### config.mk
export PLATFORM = sky130hd
export DESIGN_NAME = resp_reply_stream_parser_flat
export DESIGN_NICKNAME = d
export VERILOG_FILES = /design/src/design/resp_pkg.sv /design/src/design/resp_if.sv /design/src/design/resp_reply_stream_parser.sv /design/src/flat_wrapper.sv
export SDC_FILE = /design/constraint.sdc
export NUM_CORES = 1
export LEC_CHECK = 0
export CORE_MARGIN = 1.5
export CORE_UTILIZATION = 51
export CTS_CLUSTER_SIZE = 40
export DETAILED_ROUTE_END_ITERATION = 7
export DONT_BUFFER_PORTS = 1
export GPL_ROUTABILITY_DRIVEN = 0
export PLACE_DENSITY = 0.66
export RECOVER_POWER = 25
export SETUP_SLACK_MARGIN = 0.02
export SLEW_MARGIN = 10
export SYNTH_ARGS = -nofsm -noshare
export SYNTH_HDL_FRONTEND = slang
export SYNTH_SLANG_ARGS = --single-unit
### constraint.sdc
create_clock -name i_clk -period 8.6 [get_ports i_clk]
set_input_delay 2.15 -clock i_clk [delete_from_list [all_inputs] [get_ports i_clk]]
set_output_delay 2.15 -clock i_clk [all_outputs]
set_load 0.05 [all_outputs]
### src/design/resp_pkg.sv
// Package for the reply stream parser: field widths, event and fault codes,
// line kind codes and the byte constants. No dependencies.
`timescale 1ns / 1ps
package resp_pkg;
    localparam int MAX_NEST_DEF   = 8;
    localparam int COUNT_BITS_DEF = 32;

    localparam logic [2:0] EV_STR_BYTE = 3'd0;
    localparam logic [2:0] EV_ERR_BYTE = 3'd1;
    localparam logic [2:0] EV_BULK_BYTE = 3'd2;
    localparam logic [2:0] EV_STR_END  = 3'd3;
    localparam logic [2:0] EV_INTEGER  = 3'd4;
    localparam logic [2:0] EV_ARRAY    = 3'd5;
    localparam logic [2:0] EV_NULL     = 3'd6;
    localparam logic [2:0] EV_FAULT    = 3'd7;

    localparam logic [2:0] FC_NONE     = 3'd0;
    localparam logic [2:0] FC_BAD_TYPE = 3'd1;
    localparam logic [2:0] FC_NO_DIG   = 3'd2;
    localparam logic [2:0] FC_OVERFLOW = 3'd3;
    localparam logic [2:0] FC_NEG_SIZE = 3'd4;
    localparam logic [2:0] FC_BAD_DELIM = 3'd5;
    localparam logic [2:0] FC_TOO_BIG  = 3'd6;

    localparam logic [2:0] LK_SIMPLE = 3'd0;
    localparam logic [2:0] LK_ERROR  = 3'd1;
    localparam logic [2:0] LK_INT    = 3'd2;
    localparam logic [2:0] LK_BULK   = 3'd3;
    localparam logic [2:0] LK_ARRAY  = 3'd4;

    localparam logic [7:0] CH_CR    = 8'h0D;
    localparam logic [7:0] CH_LF    = 8'h0A;
    localparam logic [7:0] CH_PLUS  = 8'h2B;
    localparam logic [7:0] CH_MINUS = 8'h2D;
    localparam logic [7:0] CH_COLON = 8'h3A;
    localparam logic [7:0] CH_DOLLAR = 8'h24;
    localparam logic [7:0] CH_STAR  = 8'h2A;

    typedef struct packed {
        logic [2:0]  event_res;
        logic [7:0]  byte_value;
        logic [63:0] number;
        logic [3:0]  nest_level;
        logic        reply_done;
        logic [2:0]  fault_code;
    } t_result;
endpackage

### src/design/resp_if.sv
// Valid/ready channel interfaces for input bytes and result beats.
// No dependencies.
`timescale 1ns / 1ps
interface resp_in_if;
    logic       valid;
    logic       ready;
    logic [7:0] data_byte;
    modport source (output valid, output data_byte, input ready);
    modport sink   (input valid, input data_byte, output ready);
endinterface

interface resp_out_if;
    logic        valid;
    logic        ready;
    logic [2:0]  event_res;
    logic [7:0]  byte_value;
    logic signed [63:0] number;
    logic [3:0]  nest_level;
    logic        reply_done;
    logic [2:0]  fault_code;
    modport source (output valid, output event_res, output byte_value, output number,
                    output nest_level, output reply_done, output fault_code, input ready);
    modport sink   (input valid, input event_res, input byte_value, input number,
                    input nest_level, input reply_done, input fault_code, output ready);
endinterface

### src/design/resp_reply_stream_parser.sv
// Top level of the reply stream parser: byte decode, array stack and output skid.
// Depends on resp_pkg and resp_if.
`timescale 1ns / 1ps
// One input byte per cycle; each beat is decoded in the cycle it is accepted
// and its event, if any, lands in a one-deep output register with a skid
// entry, so input stalls only when both hold unread events. Array nesting is
// tracked with MAX_NEST count registers; a finished element closes at once
// every level whose count would hit zero by a parallel compare of all levels.
// After a fault all bytes are dropped until reset.
module resp_reply_stream_parser #(
    parameter int MAX_NEST   = resp_pkg::MAX_NEST_DEF,
    parameter int COUNT_BITS = resp_pkg::COUNT_BITS_DEF
) (
    input  logic i_clk,
    input  logic i_rst_n,
    resp_in_if.sink    i_in,
    resp_out_if.source o_out
);
    localparam int LW = $clog2(MAX_NEST + 1);
    localparam int IW = (MAX_NEST > 1) ? $clog2(MAX_NEST) : 1;

    localparam logic [3:0] PH_TYPE = 4'd0;
    localparam logic [3:0] PH_LINE = 4'd1;
    localparam logic [3:0] PH_SKIP = 4'd2;
    localparam logic [3:0] PH_BULK = 4'd3;
    localparam logic [3:0] PH_DCR  = 4'd4;
    localparam logic [3:0] PH_DLF  = 4'd5;

    localparam logic [1:0] DG_NONE = 2'd0;
    localparam logic [1:0] DG_RUN  = 2'd1;
    localparam logic [1:0] DG_DONE = 2'd2;
    localparam logic [1:0] DG_FAIL = 2'd3;

    logic [3:0]  r_phase, n_phase;
    logic [2:0]  r_kind, n_kind;
    logic [63:0] r_acc, n_acc;
    logic        r_neg, n_neg;
    logic [1:0]  r_dig, n_dig;
    logic [2:0]  r_pfault, n_pfault;
    logic [COUNT_BITS-1:0] r_bulk, n_bulk;
    logic [COUNT_BITS-1:0] r_cnt [MAX_NEST];
    logic [LW-1:0] r_top, n_top;
    logic        r_halt, n_halt;

    // output register plus skid entry
    resp_pkg::t_result r_out, r_skid;
    logic r_out_v, r_skid_v;

    logic accept;
    logic emit;
    resp_pkg::t_result res;
    logic push;
    logic [COUNT_BITS-1:0] push_val;
    logic pop_en;
    logic [LW-1:0] top_after;

    assign i_in.ready = !r_skid_v;
    assign accept = i_in.valid && i_in.ready;

    // number feed helpers
    logic [7:0]  b;
    logic        is_digit;
    logic [3:0]  dval;
    logic [63:0] limit, acc10;
    logic        ovf;
    logic [63:0] mag_max;

    assign b = i_in.data_byte;
    assign is_digit = (b >= 8'h30) && (b <= 8'h39);
    assign dval = b[3:0] - 4'd0;
    assign limit = r_neg ? 64'h8000_0000_0000_0000 : 64'h7FFF_FFFF_FFFF_FFFF;
    assign acc10 = {r_acc[60:0], 3'b000} + {r_acc[62:0], 1'b0};
    // overflow if acc*10+d > limit; acc above limit/10 always overflows
    assign ovf = (r_acc > 64'd922337203685477580) ||
                 (acc10 > limit - {60'd0, dval});
    assign mag_max = {{(64-COUNT_BITS){1'b0}}, {COUNT_BITS{1'b1}}};

    // close levels: level i (below top) closes when all from it up to top are 1
    always_comb begin
        logic run;
        run = 1'b1;
        top_after = r_top;
        for (int i = MAX_NEST - 1; i >= 0; i--) begin
            if (i < int'(r_top)) begin
                if (run && r_cnt[i] == {{(COUNT_BITS-1){1'b0}}, 1'b1})
                    top_after = LW'(i);
                else
                    run = 1'b0;
            end
        end
    end

    always_comb begin
        logic [LW-1:0] lvl4;
        n_phase = r_phase; n_kind = r_kind; n_acc = r_acc; n_neg = r_neg;
        n_dig = r_dig; n_pfault = r_pfault; n_bulk = r_bulk; n_top = r_top;
        n_halt = r_halt;
        emit = 1'b0; push = 1'b0; pop_en = 1'b0;
        push_val = r_acc[COUNT_BITS-1:0];
        lvl4 = r_top;
        res = '0;
        res.nest_level = 4'(lvl4);
        if (!r_halt) begin
            case (r_phase)
                PH_TYPE: begin
                    n_acc = '0; n_neg = 1'b0; n_dig = DG_NONE; n_pfault = resp_pkg::FC_NONE;
                    n_phase = PH_LINE;
                    case (b)
                        resp_pkg::CH_PLUS:   n_kind = resp_pkg::LK_SIMPLE;
                        resp_pkg::CH_MINUS:  n_kind = resp_pkg::LK_ERROR;
                        resp_pkg::CH_COLON:  n_kind = resp_pkg::LK_INT;
                        resp_pkg::CH_DOLLAR: n_kind = resp_pkg::LK_BULK;
                        resp_pkg::CH_STAR:   n_kind = resp_pkg::LK_ARRAY;
                        default: begin
                            n_phase = r_phase; n_acc = r_acc; n_neg = r_neg;
                            n_dig = r_dig; n_pfault = r_pfault;
                            emit = 1'b1; n_halt = 1'b1;
                            res.event_res = resp_pkg::EV_FAULT;
                            res.fault_code = resp_pkg::FC_BAD_TYPE;
                        end
                    endcase
                end
                PH_LINE: begin
                    if (b == resp_pkg::CH_CR) begin
                        n_phase = PH_SKIP;
                    end else if (r_kind <= resp_pkg::LK_ERROR) begin
                        emit = 1'b1;
                        res.event_res = r_kind;
                        res.byte_value = b;
                    end else if (r_dig == DG_NONE && !is_digit) begin
                        if (b == resp_pkg::CH_MINUS && !r_neg) begin
                            n_neg = 1'b1;
                        end else begin
                            n_dig = DG_FAIL; n_pfault = resp_pkg::FC_NO_DIG;
                        end
                    end else if (r_dig == DG_RUN && !is_digit) begin
                        n_dig = DG_DONE;
                    end else if (r_dig == DG_NONE || r_dig == DG_RUN) begin
                        if (ovf) begin
                            n_dig = DG_FAIL; n_pfault = resp_pkg::FC_OVERFLOW;
                        end else begin
                            n_acc = acc10 + {60'd0, dval};
                            n_dig = DG_RUN;
                        end
                    end
                end
                PH_SKIP: begin
                    n_phase = PH_TYPE;
                    emit = 1'b1;
                    if (r_kind <= resp_pkg::LK_ERROR) begin
                        res.event_res = resp_pkg::EV_STR_END; pop_en = 1'b1;
                    end else if (r_dig == DG_NONE || r_dig == DG_FAIL) begin
                        res.event_res = resp_pkg::EV_FAULT; n_halt = 1'b1;
                        res.fault_code = (r_dig == DG_NONE) ? resp_pkg::FC_NO_DIG : r_pfault;
                    end else if (r_kind == resp_pkg::LK_INT) begin
                        res.event_res = resp_pkg::EV_INTEGER; pop_en = 1'b1;
                        res.number = r_neg ? (64'd0 - r_acc) : r_acc;
                    end else if (r_neg && r_acc == 64'd1) begin
                        res.event_res = resp_pkg::EV_NULL; pop_en = 1'b1;
                    end else if (r_neg && r_acc != 64'd0) begin
                        res.event_res = resp_pkg::EV_FAULT; n_halt = 1'b1;
                        res.fault_code = resp_pkg::FC_NEG_SIZE;
                    end else if (r_acc > mag_max) begin
                        res.event_res = resp_pkg::EV_FAULT; n_halt = 1'b1;
                        res.fault_code = resp_pkg::FC_TOO_BIG;
                    end else if (r_kind == resp_pkg::LK_BULK) begin
                        emit = 1'b0;
                        n_bulk = r_acc[COUNT_BITS-1:0];
                        n_phase = (r_acc == 64'd0) ? PH_DCR : PH_BULK;
                    end else if (r_acc == 64'd0) begin
                        res.event_res = resp_pkg::EV_ARRAY; pop_en = 1'b1;
                    end else if (int'(r_top) >= MAX_NEST) begin
                        res.event_res = resp_pkg::EV_FAULT; n_halt = 1'b1;
                        res.fault_code = resp_pkg::FC_TOO_BIG;
                    end else begin
                        res.event_res = resp_pkg::EV_ARRAY;
                        res.number = r_acc;
                        push = 1'b1;
                        n_top = r_top + LW'(1);
                    end
                end
                PH_BULK: begin
                    n_bulk = r_bulk - COUNT_BITS'(1);
                    if (n_bulk == '0) n_phase = PH_DCR;
                    emit = 1'b1;
                    res.event_res = resp_pkg::EV_BULK_BYTE;
                    res.byte_value = b;
                end
                PH_DCR: begin
                    if (b != resp_pkg::CH_CR) begin
                        emit = 1'b1; n_halt = 1'b1;
                        res.event_res = resp_pkg::EV_FAULT;
                        res.fault_code = resp_pkg::FC_BAD_DELIM;
                    end else begin
                        n_phase = PH_DLF;
                    end
                end
                PH_DLF: begin
                    emit = 1'b1;
                    if (b != resp_pkg::CH_LF) begin
                        n_halt = 1'b1;
                        res.event_res = resp_pkg::EV_FAULT;
                        res.fault_code = resp_pkg::FC_BAD_DELIM;
                    end else begin
                        n_phase = PH_TYPE;
                        res.event_res = resp_pkg::EV_STR_END;
                        pop_en = 1'b1;
                    end
                end
                default: n_phase = PH_TYPE;
            endcase
        end
        if (pop_en) begin
            n_top = top_after;
            res.reply_done = (top_after == '0);
        end
    end

    // push only happens below MAX_NEST, so the top index is always in range
    always_ff @(posedge i_clk) begin
        if (accept) begin
            if (push) r_cnt[IW'(r_top)] <= push_val;
            // the surviving top level loses one element
            if (pop_en && top_after != '0) r_cnt[IW'(top_after - LW'(1))] <=
                r_cnt[IW'(top_after - LW'(1))] - COUNT_BITS'(1);
        end
    end

    always_ff @(posedge i_clk) begin
        if (!i_rst_n) begin
            r_phase <= PH_TYPE; r_kind <= '0; r_acc <= '0; r_neg <= 1'b0;
            r_dig <= DG_NONE; r_pfault <= '0; r_bulk <= '0; r_top <= '0;
            r_halt <= 1'b0;
        end else if (accept) begin
            r_phase <= n_phase; r_kind <= n_kind; r_acc <= n_acc; r_neg <= n_neg;
            r_dig <= n_dig; r_pfault <= n_pfault; r_bulk <= n_bulk; r_top <= n_top;
            r_halt <= n_halt;
        end
    end

    // output register with skid entry
    always_ff @(posedge i_clk) begin
        if (!i_rst_n) begin
            r_out_v <= 1'b0; r_skid_v <= 1'b0;
        end else begin
            if (!r_out_v || o_out.ready) begin
                if (r_skid_v) begin
                    r_out <= r_skid; r_out_v <= 1'b1; r_skid_v <= 1'b0;
                end else begin
                    r_out_v <= accept && emit;
                    r_out <= res;
                end
            end else if (accept && emit) begin
                r_skid <= res; r_skid_v <= 1'b1;
            end
        end
    end

    assign o_out.valid      = r_out_v;
    assign o_out.event_res  = r_out.event_res;
    assign o_out.byte_value = r_out.byte_value;
    assign o_out.number     = r_out.number;
    assign o_out.nest_level = r_out.nest_level;
    assign o_out.reply_done = r_out.reply_done;
    assign o_out.fault_code = r_out.fault_code;
endmodule
### src/flat_wrapper.sv
// flat-port wrapper written by rule: the top's interface ports become plain ports
module resp_reply_stream_parser_flat 
#(
    parameter int MAX_NEST   = resp_pkg::MAX_NEST_DEF,
    parameter int COUNT_BITS = resp_pkg::COUNT_BITS_DEF
)
  (i_clk, i_rst_n, i_in_valid, i_in_data_byte, i_in_ready, o_out_valid, o_out_event_res, o_out_byte_value, o_out_number, o_out_nest_level, o_out_reply_done, o_out_fault_code, o_out_ready);
  resp_in_if i_in_i ();
  resp_out_if o_out_i ();
  input  logic i_clk;
  input  logic i_rst_n;
  input wire logic [$bits(i_in_i.valid)-1:0] i_in_valid;
  input wire logic [$bits(i_in_i.data_byte)-1:0] i_in_data_byte;
  output wire logic [$bits(i_in_i.ready)-1:0] i_in_ready;
  output wire logic [$bits(o_out_i.valid)-1:0] o_out_valid;
  output wire logic [$bits(o_out_i.event_res)-1:0] o_out_event_res;
  output wire logic [$bits(o_out_i.byte_value)-1:0] o_out_byte_value;
  output wire logic [$bits(o_out_i.number)-1:0] o_out_number;
  output wire logic [$bits(o_out_i.nest_level)-1:0] o_out_nest_level;
  output wire logic [$bits(o_out_i.reply_done)-1:0] o_out_reply_done;
  output wire logic [$bits(o_out_i.fault_code)-1:0] o_out_fault_code;
  input wire logic [$bits(o_out_i.ready)-1:0] o_out_ready;
  assign i_in_i.valid = i_in_valid;
  assign i_in_i.data_byte = i_in_data_byte;
  assign i_in_ready = i_in_i.ready;
  assign o_out_valid = o_out_i.valid;
  assign o_out_event_res = o_out_i.event_res;
  assign o_out_byte_value = o_out_i.byte_value;
  assign o_out_number = o_out_i.number;
  assign o_out_nest_level = o_out_i.nest_level;
  assign o_out_reply_done = o_out_i.reply_done;
  assign o_out_fault_code = o_out_i.fault_code;
  assign o_out_i.ready = o_out_ready;
  resp_reply_stream_parser #(.MAX_NEST(MAX_NEST), .COUNT_BITS(COUNT_BITS)) u_core (.i_clk(i_clk), .i_rst_n(i_rst_n), .i_in(i_in_i), .o_out(o_out_i));
endmodule
==> metrics.txt <==
die height=259 um; Top cell by count, worst path=nor2_4; post-synthesis simple-gate area fraction=between 20% and 30%; # H-tree levels=2; Initial Util=about half; post-route DRC violation count=1; Setup crit end kind=register; worst ir drop on vdd=0.157 mV; share of cells above drive strength 1=11.8%; Post-synth EDFFs=roughly 420; Setup Crit Path Kind=register to register; Die W=roughly 260 um; Layout Skew=0.0716 ns; post-synth top area share=37.8%; routed wire length=111 mm; CTS tree=built; ANT nets after route=0; Initial DRT Pass Iterations=8; Tightest Hold Check Type=register to register; FP Rows=93; depth of the most critical reg-to-reg path=20; Synth area leader=edfxtp_1; Final period util=about 90%; status=finished, violations left; CP Cell Sequence=nor4_1, nand4_1, o21bai_1, nand3_4, o41ai_4, o21a_2, nor2_4, inv_2, ha_1, inv_1, o31ai_4, nor2_4, buf_12, nand2_1, a21oi_1, or4_1, nor4_4, and2_1, a31oi_1, o31ai_1; pwr/cell area=155 nW/um^2; vias in the first global route=around 27,000; Worst Tran Pin Value=approximately 2.8 ns; total CTS buffers=56; fin crit period=7.79 ns; worst endpoint required time=between 8 and 9 ns; WHS Path Cells=2; initial antenna violation count=4; Startpoint Class=register; largest family of logic cells by synthesized area=simple AND/OR/NAND/NOR gates; Lkg Pwr=0.0131 uW; Post-CTS Setup Repair Bufs=0; Overall Global Routing Usage=about a third; commonest cells in the netlist=edfxtp_1, nor2_1, nand2_1, a21oi_1, nand3_1; DR vias=29,200; post-synthesis cell area=33,500 um^2; max-slew violation count=~330; xor/xnor cell area share of the yosys netlist=under 10%; DR iter-0 viols=around 4,500; Crit path largest cell delay=0.95 ns; clk slew on worst S/H paths=0.06 ns; main flop type after synthesis=edfxtp_1; synth top area cells=edfxtp_1, dfxtp_1, ha_1; sequential share of the synthesized area=44.7%; Mapped Cells=3,400; worst-skew pair later-pin latency=approximately 0.66 ns; CTS Buffer Depth=3; Avg Cell Area, Syn=9.85 um^2; RSZ-0062 raised after global routing=no; Ys Warns=0; mux share of post-synthesis cell area=under 10%; Area Overhead vs Synth=9.59%; WL/cell=roughly 26 um; final setup vio count=0; compound-gate portion of the synthesized area=between 10% and 20%; syn nets=around 3,600; number of max-cap violations=6; placed inst area=34,700 um^2; Power Total=5680 uW; Congestion Overflow GR=0; slack of the worst reg-to-reg path=0.81 ns; die area=67,200 um^2; f_max=between 100 and 150 MHz; Core Box Area=64,700 um^2; Finished Cell Area=about 37,000 um^2; Fill cells=approximately 5,500; most frequent cell after synthesis=edfxtp_1; Post-Synth Adder-Cell Area=5.75%; synthesis-stage register bit count=around 540; Max-Slew Margin vs Limit=-87.0%; largest net degree at the start of global routing=between 70 and 80; Slowest cell on crit path=o31ai_1; global-route wire length before repair=166 mm; IO Port Bufs=0; post-route setup TNS=0 ns; layout net count=3,542; io pins=97; clk sink count=between 500 and 600; HPWL after DPL=79.0 mm; Vias/cell=6.81; root buf cell=clkbuf_16; Synth async-reset ratio=0%; hold_buf cts=0; Final Hold Viols=0; critical path data arrival time=roughly 8.1 ns; failing checks=DRC, capacitance limit, slew limit; post-CTS sizing=0; Worst Path Max Fanout=between 40 and 50; post-synthesis cell type count=about 110
==> worst max-delay path: cells and delay by family (launching register included) <==
kind                       cells  cell delay (ns)
AOI/OAI and AO/OA              7             2.89
adders and majority gates      1             0.43
buffers and inverters          3             0.69
DFF                            1             0.44
and+or+nand+nor                9             2.90
==> kinds of logic after synthesis <==
| family | Yosys count |
|---|---|
| simple gates | 1321 |
| compound gates | 829 |
| flops | 536 |
| buf+inv | 262 |
| mux | 167 |
| fa+ha+maj | 152 |
| xor+xnor | 133 |
==> per-layer routing <==
metal | wire length (um) | GRT usage, % | up-vias | part of all wire (%)
li1 | - | - | 12900 | -
met1 | 45700 | 45.1 | 14200 | 41
met2 | 47400 | 47.7 | 1774 | 43
met3 | 13600 | 8.48 | 257 | 12
met4 | 4100 | 11.7 | 0 | 3.7
met5 | 0 | 0 | - | 0
==> cell usage in the layout, fill, tap and decap left out, types with 29 or more instances in the layout <==
| cell type | synthesis | routed |
|---|---|---|
| clkbuf_16 | 0 | 57 |
| nor4_1 | 83 | 84 |
| xor2_1 | 42 | 42 |
| nand3_1 | 199 | 198 |
| nand2_1 | 266 | 264 |
| edfxtp_1 | 422 | 422 |
| and3_1 | 59 | 57 |
| o21ai_0 | 179 | 179 |
| ha_1 | 149 | 148 |
| nand4_1 | 76 | 76 |
| nor3_1 | 76 | 76 |
| mux2i_1 | 53 | 53 |
| o31ai_1 | 36 | 36 |
| a21o_1 | 62 | 62 |
| dfxtp_1 | 114 | 114 |
| inv_1 | 78 | 78 |
| a21oi_1 | 242 | 242 |
| xnor2_1 | 91 | 91 |
| mux2_2 | 84 | 81 |
| nor2_1 | 314 | 305 |
| mux4_2 | 29 | 29 |
| a211oi_1 | 30 | 29 |
| o21a_1 | 31 | 31 |
| and2_1 | 36 | 29 |
| buf_4 | 10 | 90 |
| or2_2 | 38 | 38 |
==> per-stage QoR <==
stage / hold WS, ns / std cells / setup slack (ns) / utilization [%]
floorplan: 0.432 / 3400 / 1.73 / -
global placement: 0.443 / 4175 / 1.29 / 53.7
detailed placement: 0.452 / 4175 / 1.19 / 53.7
CTS: 0.460 / 4281 / 1.14 / 56.8
global route: 0.497 / 4281 / 0.614 / 56.7
finish: 0.456 / 4283 / 0.811 / 56.7
==> state kept, by name, summed over array words and instances, names as in the netlist, 2 cells and up <==
name                     flops
u_core.o_out.byte_value      8
u_core.o_out.event_res       3
u_core.o_out.fault_code      3
u_core.o_out.nest_level      4
u_core.o_out.number         64
u_core.r_acc                64
u_core.r_bulk               32
u_core.r_cnt               256
u_core.r_dig                 2
u_core.r_kind                3
u_core.r_pfault              2
u_core.r_phase               3
u_core.r_skid               83
u_core.r_top                 4
==> where the power goes <==
| group | total (uW) | switching, uW | internal [uW] |
|---|---|---|---|
| registers | 2880 | 88.1 | 2790 |
| clock network | 2680 | 1100 | 1590 |
| logic | 115 | 79.3 | 35.4 |
| total | 5680 | 1260 | 4410 |
==> layout make-up <==
| cell class | count | area [um^2] | area share, % |
|---|---|---|---|
| multi-input combinational | 2602 | 17500 | 47.8 |
| sequential | 536 | 15000 | 40.8 |
| clock buffer | 66 | 1460 | 3.98 |
| tap | 855 | 1070 | 2.92 |
| timing repair buffer | 102 | 803 | 2.19 |
| clock inverter | 40 | 564 | 1.54 |
| inverter | 80 | 302 | 0.822 |
| antenna | 2 | 5.00 | 0.0136 |
==> path summary, 6_finish.rpt <==
path,start,endpoint
max,u_core.r_cnt[5][7]$_DFFE_PP_,u_core.r_cnt[2][30]$_DFFE_PP_
min,u_core.r_dig[1]$_SDFFE_PN0P_,u_core.r_dig[1]$_SDFFE_PN0P_
max reg2reg,u_core.r_cnt[5][7]$_DFFE_PP_,u_core.r_cnt[2][30]$_DFFE_PP_
min reg2reg,u_core.r_dig[1]$_SDFFE_PN0P_,u_core.r_dig[1]$_SDFFE_PN0P_
Note: power is estimated with default switching activity, not from simulation.
